**src/rtl/wpcm_pkg.sv**
```systemverilog
`default_nettype none
package wpcm_pkg;

    localparam int MAX_SAMPLES = 200;
    localparam int SLOT_W      = $clog2(MAX_SAMPLES);
    localparam int CNT_W       = $clog2(MAX_SAMPLES + 1);

    localparam int TIME_W  = 48;
    localparam int COUNT_W = 32;
    localparam int PCT_W   = 40;
    localparam int WIN_W   = 6;
    localparam int WMS_W   = 22;   // holds WIN_MAX minutes in ms

    localparam int MS_PER_MINUTE      = 60000;
    localparam int SAMPLE_INTERVAL_MS = 30000;
    localparam int MIN_SPAN_MS        = 60000;
    localparam int HALF_MINUTE_MS     = 30000;
    localparam int PCT_Q8_SCALE       = 25600;

    localparam logic [WIN_W-1:0] WIN_MIN   = 6'd1;
    localparam logic [WIN_W-1:0] WIN_MAX   = 6'd60;
    localparam logic [WIN_W-1:0] WIN_RESET = 6'd10;

    // divider sizes: |delta| * 25600 + old/2 fits 48 bits
    localparam int DIVD_W = 48;
    localparam int DIVR_W = 32;
    localparam int DCNT_W = $clog2(DIVD_W);

    // floor(x / 60000) == (x * MIN_RECIP) >> RECIP_SHIFT for x < 2^22
    localparam int                RECIP_W     = 23;
    localparam logic [RECIP_W-1:0] MIN_RECIP  = 23'd4581299;
    localparam int                RECIP_SHIFT = 38;
    localparam int                MPROD_W     = WMS_W + RECIP_W;

    typedef struct packed {
        logic [TIME_W-1:0]  time_ms;
        logic [COUNT_W-1:0] count_now;
    } t_in_item;

    typedef struct packed {
        logic                     delta_valid;
        logic signed [PCT_W-1:0]  percent_q8;
        logic [WIN_W-1:0]         span_minutes;
    } t_out_item;

    typedef struct packed {
        logic [TIME_W-1:0]  time_ms;
        logic [COUNT_W-1:0] count_now;
    } t_sample;

    typedef enum logic [3:0] {
        S_IDLE,
        S_PRUNE_RD,
        S_PRUNE_CHK,
        S_LAST_RD,
        S_LAST_CHK,
        S_APPEND,
        S_OLD_RD,
        S_OLD_CHK,
        S_SCALE,
        S_DIV,
        S_DONE
    } t_state;

    // (base + off) mod MAX_SAMPLES, base < MAX_SAMPLES, off <= MAX_SAMPLES
    function automatic logic [SLOT_W-1:0] slot_add(input logic [SLOT_W-1:0] base,
                                                   input logic [CNT_W-1:0]  off);
        logic [CNT_W:0] sum;
        sum = (CNT_W+1)'(base) + (CNT_W+1)'(off);
        if (sum >= (CNT_W+1)'(MAX_SAMPLES)) begin
            sum = sum - (CNT_W+1)'(MAX_SAMPLES);
        end
        return sum[SLOT_W-1:0];
    endfunction

endpackage
`default_nettype wire

```
**src/rtl/wpcm_div.sv**
```systemverilog
`default_nettype none
module wpcm_div
    import wpcm_pkg::*;
(
    input  wire logic              i_clk,
    input  wire logic              i_rst_n,
    input  wire logic              i_start,
    input  wire logic [DIVD_W-1:0] i_dividend,
    input  wire logic [DIVR_W-1:0] i_divisor,
    output logic                   o_done,
    output logic [DIVD_W-1:0]      o_quotient
);

    logic              r_busy, n_busy;
    logic              r_done, n_done;
    logic [DCNT_W-1:0] r_cnt, n_cnt;
    logic [DIVR_W-1:0] r_rem, n_rem;
    logic [DIVD_W-1:0] r_quo, n_quo;
    logic [DIVR_W-1:0] r_dvs, n_dvs;

    logic [DIVR_W:0]   rem_sh;
    logic [DIVR_W+1:0] diff;
    logic              ge;

    // restoring division, one quotient bit per cycle
    always_comb begin
        rem_sh = {r_rem, r_quo[DIVD_W-1]};
        diff   = {1'b0, rem_sh} - {2'b00, r_dvs};
        ge     = !diff[DIVR_W+1];

        n_busy = r_busy;
        n_done = 1'b0;
        n_cnt  = r_cnt;
        n_rem  = r_rem;
        n_quo  = r_quo;
        n_dvs  = r_dvs;
        if (i_start) begin
            n_busy = 1'b1;
            n_cnt  = '0;
            n_rem  = '0;
            n_quo  = i_dividend;
            n_dvs  = i_divisor;
        end else if (r_busy) begin
            n_rem = ge ? diff[DIVR_W-1:0] : rem_sh[DIVR_W-1:0];
            n_quo = {r_quo[DIVD_W-2:0], ge};
            n_cnt = r_cnt + 1'b1;
            if (r_cnt == DCNT_W'(DIVD_W - 1)) begin
                n_busy = 1'b0;
                n_done = 1'b1;
            end
        end
    end

    always_ff @(posedge i_clk) begin
        if (!i_rst_n) begin
            r_busy <= 1'b0;
            r_done <= 1'b0;
            r_cnt  <= '0;
        end else begin
            r_busy <= n_busy;
            r_done <= n_done;
            r_cnt  <= n_cnt;
        end
        r_rem <= n_rem;
        r_quo <= n_quo;
        r_dvs <= n_dvs;
    end

    assign o_done     = r_done;
    assign o_quotient = r_quo;

endmodule
`default_nettype wire
```
**config.mk**
```make
export PLATFORM = sky130hd
export DESIGN_NAME = wpcm_div
export DESIGN_NICKNAME = d
export VERILOG_FILES = /design/src/rtl/wpcm_pkg.sv /design/src/rtl/wpcm_div.sv
export SDC_FILE = /design/constraint.sdc
export NUM_CORES = 1
export LEC_CHECK = 0
export BUFFER_PORTS_ARGS = -buffer_cell sky130_fd_sc_hd__buf_2
export CELL_PAD_IN_SITES_DETAIL_PLACEMENT = 0
export CELL_PAD_IN_SITES_GLOBAL_PLACEMENT = 1
export CORE_ASPECT_RATIO = 1.1
export CORE_MARGIN = 10
export CORE_UTILIZATION = 46
export CTS_CLUSTER_SIZE = 12
export DETAILED_ROUTE_END_ITERATION = 8
export PLACE_DENSITY = 0.9
export SLEW_MARGIN = 10
export SYNTH_ARGS = -nofsm -noshare
export SYNTH_HDL_FRONTEND = slang
export SYNTH_SLANG_ARGS = --single-unit
```
**constraint.sdc**
```tcl
create_clock -name i_clk -period 4.9 [get_ports i_clk]
set_input_delay 0.98 -clock i_clk [delete_from_list [all_inputs] [get_ports i_clk]]
set_output_delay 0.98 -clock i_clk [all_outputs]
set_load 0.005 [all_outputs]
```
Word level (Yosys, flattened, before mapping). Cells that the tools add are included.

ROM bits: 0. Bits in latches: 0. Output and inout bits: 49. Bits in writable memories: 0. Input port bits: 83. Register bits after elaboration: 120. Memories kept: 0. Word-level logic and storage cells: 22.

$mul: 0. Mux-type cells: 7. $add $sub $neg: 2. Reduce and logical (&&, ||, !) cells: 4. Eq/ne operators: 1. Shift operators: 0. Bitwise logic cells: 2. Div/mod/pow operators: 0. $lt $le $gt $ge: 0.

Operators with widths (count): two-way mux 48 bit (2); subtractor 33 x 32 -> 34 bit (1); two-way mux 32 bit (1); adder 6 x 1 -> 6 bit, second input constant (1); equality test 6 bit, second input constant (1); two-way mux 1 bit (4); OR reduction 3 bit (1); inverter 1 bit (2); nonzero test 2 bit (1); OR reduction 2 bit (1); zero test 1 bit (1).

Longest topological paths before layout. Gate-level depths: netlist of the first run.

Depth in word-level cells: 4. Depth in mapped cells: 14. Gate-level depth less buffers: 13.

Worst setup path after synthesis of the first run. OpenSTA, ideal clock, no wires.

Path kind: register to register. From: register r_quo[47] (netlist: o_quotient[47]). To: register r_rem[28]. Cell stages (with the launch flop): 14. Required time: 4758 ps. Path buffers: 0. Setup time: 142 ps. Clock period less this slack: 3111 ps. Slack: 1789 ps. Data arrival time: 2969 ps. Cells stage by stage: edfxtp_1 > inv_1 > ha_1 > inv_1 > fa_1 > a21o_1 > a311o_1 > a31oi_2 > a41oi_1 > a31oi_1 > nor2_1 > or4_1 > nand4_1 > a311oi_1.

Word-level cells in the longest chain between the ends: 2.

Ends and longest elaborated chain: from (decl) (line wpcm_div.sv:18) `logic [DIVD_W-1:0] r_quo, n_quo;`; from (signal assigned) (line wpcm_div.sv:65) `r_quo <= n_quo;`; subtractor 33 x 32 -> 34 bit (line wpcm_div.sv:28) `diff = {1'b0, rem_sh} - {2'b00, r_dvs};`; two-way mux 32 bit (line wpcm_div.sv:44) `n_rem = ge ? diff[DIVR_W-1:0] : rem_sh[DIVR_W-1:0];`; to (signal assigned) (line wpcm_div.sv:64) `r_rem <= n_rem;`; to (decl) (line wpcm_div.sv:17) `logic [DIVR_W-1:0] r_rem, n_rem;`.

No other way between the ends. A chain may end at the register's enable or synchronous reset.

Final worst setup path of the first run.
From: register r_dvs[9]. To: register r_rem[13].

Word-level cells in the longest chain between the ends: 2.

Ends and longest elaborated chain: from (decl) (line wpcm_div.sv:19) `logic [DIVR_W-1:0] r_dvs, n_dvs;`; from (signal assigned) (line wpcm_div.sv:66) `r_dvs <= n_dvs;`; subtractor 33 x 32 -> 34 bit (line wpcm_div.sv:28); two-way mux 32 bit (line wpcm_div.sv:44).

No other way between the ends.

==> results of run 1 <==
critical path, cell delays in order, from the launching register on:
cell and delay [ns]:
edfxtp_1 0.31, inv_1 0.04, ha_1 0.39, and3_1 0.21, and4_1 0.24, o2111ai_1 0.17, a21oi_2 0.20, o21ai_2 0.13
o21a_4 0.24, o311ai_4 0.81, buf_4 0.36, nand2_1 0.07, a311oi_1 0.31
registers in the layout, summed over array words and instances, names as in the netlist:
name / cells
r_cnt: 6
r_rem: 32
r_busy: 1
o_done: 1
o_quotient: 48
r_dvs: 32
final cells by class:
class                           instances  area [sq um]
Clock buffer                           17         425.4
Clock inverter                         15         128.9
Fill cell                            1208          6001
Inverter                               38         142.6
Multi-Input combinational cell        405          2920
Sequential cell                       120          3204
Tap cell                              188         235.2
Timing Repair Buffer                  134         680.7
layout by cell type, fill, tap and decap left out, drive strengths merged, types with 9 or more instances in the layout:
cell | synthesis | final
nand2 | 62 | 62
ha | 33 | 33
inv | 37 | 39
a311oi | 26 | 26
o21ai | 17 | 17
clkbuf | 19 | 17
dfxtp | 40 | 40
xor2 | 15 | 15
a21oi | 34 | 34
nand3 | 11 | 11
a21o | 15 | 15
clkinv | 1 | 9
edfxtp | 80 | 80
buf | 8 | 134
mux2 | 48 | 48
xnor2 | 16 | 16
nor2 | 49 | 49
layer usage:
layer  global-route usage  wire length, um  vias up  part of all wire
met2               0.2644             7178      169              0.46
met5                    0                0        -                 0
met3              0.07647             1450       24             0.094
li1                     -                -     2434                 -
met1               0.1886             6540     2345              0.42
met4              0.07184              295        0             0.019
power groups by stage:
stage	registers, mW	clock network [mW]	logic (mW)
floorplan	1.26	0	0.449
global placement	1.26	0	0.613
detailed placement	1.26	0	0.625
CTS	1.24	1.19	0.630
global route	1.26	1.24	0.707
finish	1.24	1.16	0.630
metrics by stage:
stage                     area [sq um]  hold WS, ns  cells
after floorplan                   6390       0.4584    590
after global placement            7183       0.4694    885
final                             7737       0.4952    917
after global routing              7737       0.5199    917
after detailed placement          7183       0.4860    885
after CTS                         7737       0.4943    917
logic make-up after synthesis:
kind of cell	synth area share
and+or+nand+nor	0.1100
AOI/OAI and AO/OA	0.1486
DFF	0.5013
buffers and inverters	0.04210
muxes	0.08772
adders and majority gates	0.06775
xor gates and xnor gates	0.04249
path summary, 6_finish.rpt:
check	start	to	slack [ns]	cells after the start
setup / recovery	r_dvs[9]	r_rem[13]	1.31	12
hold reg to reg	r_cnt[5]	r_cnt[5]	0.50	2
hold / removal	r_cnt[5]	r_cnt[5]	0.50	2
setup reg to reg	r_dvs[9]	r_rem[13]	1.31	12
==> qor.txt, run 1 <==
status - finished clean
final-stage net count - 833
die width - 132.4 um
worst min path class - register to register
via count - 4972
Finish-stage setup viols - 0
Worst Tran Pin Value - 1.101 ns
total gr overflow - 0
PwrDens - 392.5 nW/um^2
startpoint types - register
largest net degree at the start of global routing - 84
Fmax - 0.2784 GHz
clock root buffer master - clkbuf_16
crit path time final - 3.592 ns
global-route wire length before repair - 25630 um
Max Root-Sink Buffers - 2
setup TNS - 0 ns
crit path capture type - register
P&R area growth vs syn - 21.09%
total die area - 19010 sq um
Wirelength per Cell - 16.87 um
Netlist cell types - 60
Mapped Avg Cell Area - 10.83 sq um
First-pass DRT Iterations - 4
total track usage - 0.1659
Layout Skew - 0.01110 ns
diodes inserted - 0
synth warn - 0
PortBufs - 131
pre-CTS WS - 1.289 ns
Int Power - 2.157 mW
critical path class - register to register
chip height - 143.6 um
CTS clk-pin slew, worst paths - 0.05 ns
WP data arrival - 3.90 ns
Initial Util - 0.4651
cts repair resizes - 0
DRT iter0 DRCs - 301
Finished Core Util - 0.5632
final WL - 15470 um
syn nets - 707
RD Place Congestion - 0.8961
post-route ant nets - 0
combinational share of power - 0.207
initial antenna violation count - 0
top-count cell post-synth - edfxtp_1
Crit Path Max Fanout - 23
largest cells by area after synthesis - edfxtp_1 (38%), dfxtp_1 (13%), mux2_2 (8.5%), ha_1 (6.5%), nand2_1 (3.6%)
ys flop type - edfxtp_1
Peak VDD IR - 0.0002532 V
share of post-route cells with drive strength above 1 - 0.3032
Synth area leader - edfxtp_1
Seq/Total Area, Yosys - 0.5013
vias in the first global route - 5246
htree depth - 4
synthesized area - 6390 sq um
MaxCap Viol Count - 0
DRC viols - 0
# hold bufs at CTS - 0
Synth Instances - 590
overall power - 3.037 mW
# Post-CTS Setup Buffers - 0
period utilization - 0.7331
Setup WS post-layout - 1.308 ns
fin. max-slew vios - 0
DP HPWL - 11040 um
I/O pins - 132
Worst slew margin - 0.2633
RSZ-0062 raised after global routing - no
# rows - 45
Core Area - 13740 sq um
sequential share of power - 0.410
EDFF count, synth - 80
# clock sinks - 120
Pleak - 3.301 nW
Fin. Hold Viols - 0
Yosys reg bits - 120
WP data required - 5.21 ns
asr flop ratio synth - 0
CTS tree - done
sw frac - 0.2898
post-synth top area share - 0.3760
Post-synth top cells - edfxtp_1 (80), nand2_1 (62), nor2_1 (49), mux2_2 (48), dfxtp_1 (40)
sw power - 0.8801 mW
CTS buffer count - 17
Skew-Pair Late Insertion Delay - 0.42 ns
Clock Power Share - 0.383
Vias/cell - 5.422
Note: power is estimated with default switching activity, not from simulation.
==> run 2, diff against run 1 <==
CORE_UTILIZATION = 39   (was 46)
PLACE_DENSITY = 0.82   (was 0.9)
clock period = 3 ns   (was 4.9 ns; I/O delays follow)
==> qor.txt, run 2 (synthesized netlist as in run 1, its figures left out) <==
die width - 142.0 um (+7.3%)
startpoint types - register
WP data arrival - 3.25 ns (-0.65 ns)
Worst slew margin - 0.5352 (+0.2720)
met1 wire length - 7042 um (+7.7%)
pre-CTS WS - -0.08759 ns (-1.376 ns)
P&R area growth vs syn - 27.88%
WHS - 0.3603 ns (-0.1349 ns)
CTS buffer count - 17 (unchanged)
Pleak - 3.509 nW (+6.3%)
most common cell after layout, fill and taps aside - buf_2
Clock Power Share - 0.377 (-0.006)
CTS tree - done
Worst Tran Pin Value - 0.6971 ns (-0.4041 ns)
post-route cell area - 8172 sq um (+5.6%)
DRC viols - 0 (unchanged)
diodes inserted - 0 (unchanged)
final WL - 16740 um (+8.2%)
# rows - 49 (+8.9%)
sequential share of power - 0.391 (-0.019)
combinational share of power - 0.232 (+0.025)
# clock sinks - 120 (unchanged)
fin. max-slew vios - 0 (unchanged)
htree depth - 4 (unchanged)
via count - 5149 (+3.6%)
sw frac - 0.2836 (-0.006139)
Finish-stage setup viols - 0 (unchanged)
share of post-route cells with drive strength above 1 - 0.3512 (+0.04802)
total track usage - 0.1532 (-0.01271)
WP data required - 3.26 ns (-1.95 ns)
DP HPWL - 11980 um (+8.5%)
Vias/cell - 5.308 (-2.1%)
clock root buffer master - clkbuf_16
final-stage net count - 871 (+4.6%)
Skew-Pair Late Insertion Delay - 0.42 ns (about the same)
First-pass DRT Iterations - 5 (+1)
Finished Layout Cells - 970 (+5.8%)
I/O pins - 132 (unchanged)
total die area - 21910 sq um (+15%)
post-route ant nets - 0 (unchanged)
vias in the first global route - 5420 (+3.3%)
total gr overflow - 0 (unchanged)
Initial Util - 0.3933 (-0.07182)
Peak VDD IR - 0.0004082 V (+61%)
Core Area - 16250 sq um (+18%)
RD Place Congestion - 0.8789 (-1.9%)
MaxCap Viol Count - 0 (unchanged)
Crit Path Max Fanout - 3 (-87%)
Placement Cell Area - 7498 sq um (+4.4%)
PwrDens - 637.2 nW/um^2 (+62%)
initial antenna violation count - 1 (+1)
status - finished clean
worst min path class - input port to register
crit path capture type - register
Setup WS post-layout - 0.009420 ns (-1.298 ns)
crit path time final - 2.991 ns (-0.6016 ns)
critical path class - register to register
most frequent cells in the layout - buf_2 (130), edfxtp_1 (80), nand2_1 (61)
Max Root-Sink Buffers - 2 (unchanged)
wire length on met3 - 1708 um (+18%)
Wirelength per Cell - 17.26 um (+2.3%)
sw power - 1.477 mW (+68%)
Layout Skew - 0.01114 ns (+0.00004050 ns)
PortBufs - 131 (unchanged)
largest net degree at the start of global routing - 113 (+35%)
placed cells - 934 (+5.5%)
Fmax - 0.3344 GHz (+20%)
max reg flops - 48 (unchanged)
Int Power - 3.730 mW (+73%)
metal2 WL - 7786 um (+8.5%)
period utilization - 0.9969 (+0.2638)
Max Used Layer - met5
DRT iter0 DRCs - 238 (-21%)
chip height - 154.3 um (+7.4%)
RSZ-0062 raised after global routing - yes
CTS clk-pin slew, worst paths - 0.06 ns (about the same)
Fin. Hold Viols - 0 (unchanged)
global-route wire length before repair - 27260 um (+6.3%)
==> run 2: path summary, 6_finish.rpt <==
path,cells past startpoint,slack (ns),end,from
max,13,0.009,r_rem[28],o_quotient[47]
min,1,0.36,r_dvs[25],i_divisor[25]
min reg2reg,2,0.50,r_rem[15],r_rem[14]
max reg2reg,13,0.009,r_rem[28],o_quotient[47]
==> run 2: what timing repair did <==
item	CTS	global route
gates resized for setup	2	10
setup endpoints to repair	2	30
pin swaps	2	1
cloned	0	1
setup buffers	0	4
hold buffers	0	0
==> run 2: area by class of cell <==
cell class,count,area (sq um)
fillers,1442,8075
flip-flops and latches,120,3204
multi-input cells,405,2987
repair buffers,172,1021
clock buffers,19,432.9
well taps,204,255.2
inverters,38,142.6
clock inverters,12,128.9
==> run 2: critical path, stage by stage (launching register included) <==
cell and delay (ns):
edfxtp_1 0.38, inv_1 0.07, ha_2 0.18, inv_2 0.04, fa_2 0.33, a21o_1 0.20, a311o_1 0.31, a31oi_4 0.18
a41oi_2 0.15, a31oi_1 0.22, nor2_1 0.08, or4_1 0.48, nand4_1 0.12, a311oi_1 0.09
==> run 2: power by group through the flow <==
stage / logic [mW] / clock network [mW] / registers, mW
6_report: 1.21 / 1.96 / 2.04
5_1_grt: 1.34 / 2.08 / 2.06
4_1_cts: 1.16 / 2.00 / 2.04
3_5_place_dp: 1.15 / 0 / 2.06
3_3_place_gp: 1.12 / 0 / 2.06
2_1_floorplan: 0.736 / 0 / 2.05
==> run 2: layer usage <==
metal | global-route usage | vias up
li1 | - | 2509
met1 | 0.1808 | 2429
met2 | 0.2397 | 191
met3 | 0.07688 | 18
met4 | 0.04335 | 2
met5 | 0 | -
==> run 2: per-stage QoR <==
stage               utilization  TNS, ns  power, mW
finish                   0.5030        0      5.207
global route             0.5030  -0.4508      5.481
CTS                      0.4967        0      5.196
detailed placement       0.4615  -0.1725      3.211
global placement         0.4615        0      3.179
floorplan                     -        0      2.786
==> run 3, diff against run 2 <==
RECOVER_POWER = 50   (was default)
==> qor.txt, run 3 (synthesized netlist as in run 1, its figures left out) <==
Setup WS post-layout - 0.009424 ns (+0.000003340 ns)
DP HPWL - 11980 um (unchanged)
Skew-Pair Late Insertion Delay - 0.42 ns (about the same)
period utilization - 0.9969 (about the same)
Initial Util - 0.3933 (unchanged)
Wirelength per Cell - 17.25 um (about the same)
DRT iter0 DRCs - 237 (-0.42%)
Worst slew margin - 0.5352 (unchanged)
# clock sinks - 120 (unchanged)
Max Root-Sink Buffers - 2 (unchanged)
most frequent cells in the layout - buf_2 (127), edfxtp_1 (80), nand2_1 (61)
htree depth - 4 (unchanged)
Fin. Hold Viols - 0 (unchanged)
PwrDens - 637.6 nW/um^2 (about the same)
RD Place Congestion - 0.8789 (unchanged)
post-route ant nets - 0 (unchanged)
# hold bufs at CTS - 0 (unchanged)
via count - 5150 (+0.019%)
I/O pins - 132 (unchanged)
clock root buffer master - clkbuf_16
CTS tree - done
vias in the first global route - 5420 (unchanged)
Layout Skew - 0.01114 ns (-0.0000001000 ns)
status - finished clean
post-route cell area - 8164 sq um (about the same)
RSZ-0062 raised after global routing - yes
DRC viols - 0 (unchanged)
final-stage net count - 871 (unchanged)
most common cell after layout, fill and taps aside - buf_2
Vias/cell - 5.309 (about the same)
Fmax - 0.3344 GHz (about the same)
overall power - 5.206 mW (about the same)
CTS clk-pin slew, worst paths - 0.06 ns (about the same)
crit path capture type - register
die width - 142.0 um (unchanged)
total track usage - 0.1532 (unchanged)
Pleak - 3.496 nW (-0.38%)
# rows - 49 (unchanged)
crit path time final - 2.991 ns (-0.000003340 ns)
WP data required - 3.26 ns (about the same)
Crit Path Max Fanout - 3 (unchanged)
WP data arrival - 3.25 ns (about the same)
largest net degree at the start of global routing - 113 (unchanged)
global-route wire length before repair - 27260 um (unchanged)
total gr overflow - 0 (unchanged)
share of post-route cells with drive strength above 1 - 0.3446 (-0.006527)
worst min path class - input port to register
CTS buffer count - 17 (unchanged)
fill cell total of the finished layout - 1447 (+0.35%)
diodes inserted - 0 (unchanged)
Worst Tran Pin Value - 0.6971 ns (unchanged)
initial antenna violation count - 1 (unchanged)
fin. max-slew vios - 0 (unchanged)
MaxCap Viol Count - 0 (unchanged)
chip height - 154.3 um (unchanged)
Placement Cell Area - 7498 sq um (unchanged)
Core Area - 16250 sq um (unchanged)
Finish-stage setup viols - 0 (unchanged)
critical path class - register to register
Peak VDD IR - 0.0004082 V (about the same)
PortBufs - 131 (unchanged)
First-pass DRT Iterations - 5 (unchanged)
total die area - 21910 sq um (unchanged)
max reg flops - 48 (unchanged)
startpoint types - register
P&R area growth vs syn - 27.77% (about the same)
pre-CTS WS - -0.08759 ns (unchanged)
final WL - 16730 um (about the same)
==> run 3: final timing paths <==
kind,startpoint,end,slack [ns],depth (start not counted)
max,o_quotient[47],r_rem[28],0.009,13
min,i_divisor[25],r_dvs[25],0.36,1
max reg2reg,o_quotient[47],r_rem[28],0.009,13
min reg2reg,r_rem[14],r_rem[15],0.50,2
==> run 3: cell type report <==
cell class / count / area [sq um] / area share
clock buffer: 19 / 432.9 / 0.05303
sequential: 120 / 3204 / 0.3925
multi-input combinational: 405 / 2987 / 0.3658
clock inverter: 12 / 128.9 / 0.01579
timing repair buffer: 172 / 1013 / 0.1241
inverter: 38 / 142.6 / 0.01747
tap: 204 / 255.2 / 0.03126
==> run 3: where the power goes <==
group	leakage, nW	switching (mW)	internal (mW)
registers	1.13	0.0921	1.94
clock network	0.259	0.750	1.21
logic	2.11	0.636	0.571
==> run 3: timing repair <==
| item | CTS | global route |
|---|---|---|
| buffers inserted | 0 | 4 |
| gates cloned | 0 | 1 |
| pin swaps | 2 | 1 |
| hold endpoints to repair | 0 | 0 |
| endpoints found under the setup margin | 2 | 30 |
| gates resized for setup | 2 | 10 |
==> run 3: routing by layer <==
layer	GRT usage	vias up	part of all wire
li1	-	2509	-
met1	0.1808	2430	0.42
met2	0.2397	191	0.47
met3	0.07688	18	0.10
met4	0.04335	2	0.012
met5	0	-	0.00042
==> run 3: through the flow <==
step / std cells / hold WS, ns / utilization / TNS, ns
floorplan: 590 / 0.4584 / - / 0
global placement: 934 / 0.4667 / 0.4615 / 0
detailed placement: 934 / 0.4927 / 0.4615 / -0.1725
CTS: 965 / 0.3437 / 0.4967 / 0
global route: 970 / 0.3391 / 0.5025 / -0.4509
finish: 970 / 0.3602 / 0.5025 / 0
==> run 3: critical path, stage by stage (launching register included) <==
cell and delay [ns]:
edfxtp_1 0.38, inv_1 0.07, ha_2 0.18, inv_2 0.04, fa_2 0.33, a21o_1 0.20
a311o_1 0.31, a31oi_4 0.18, a41oi_2 0.15, a31oi_1 0.22, nor2_1 0.08, or4_1 0.48
nand4_1 0.12, a311oi_1 0.09
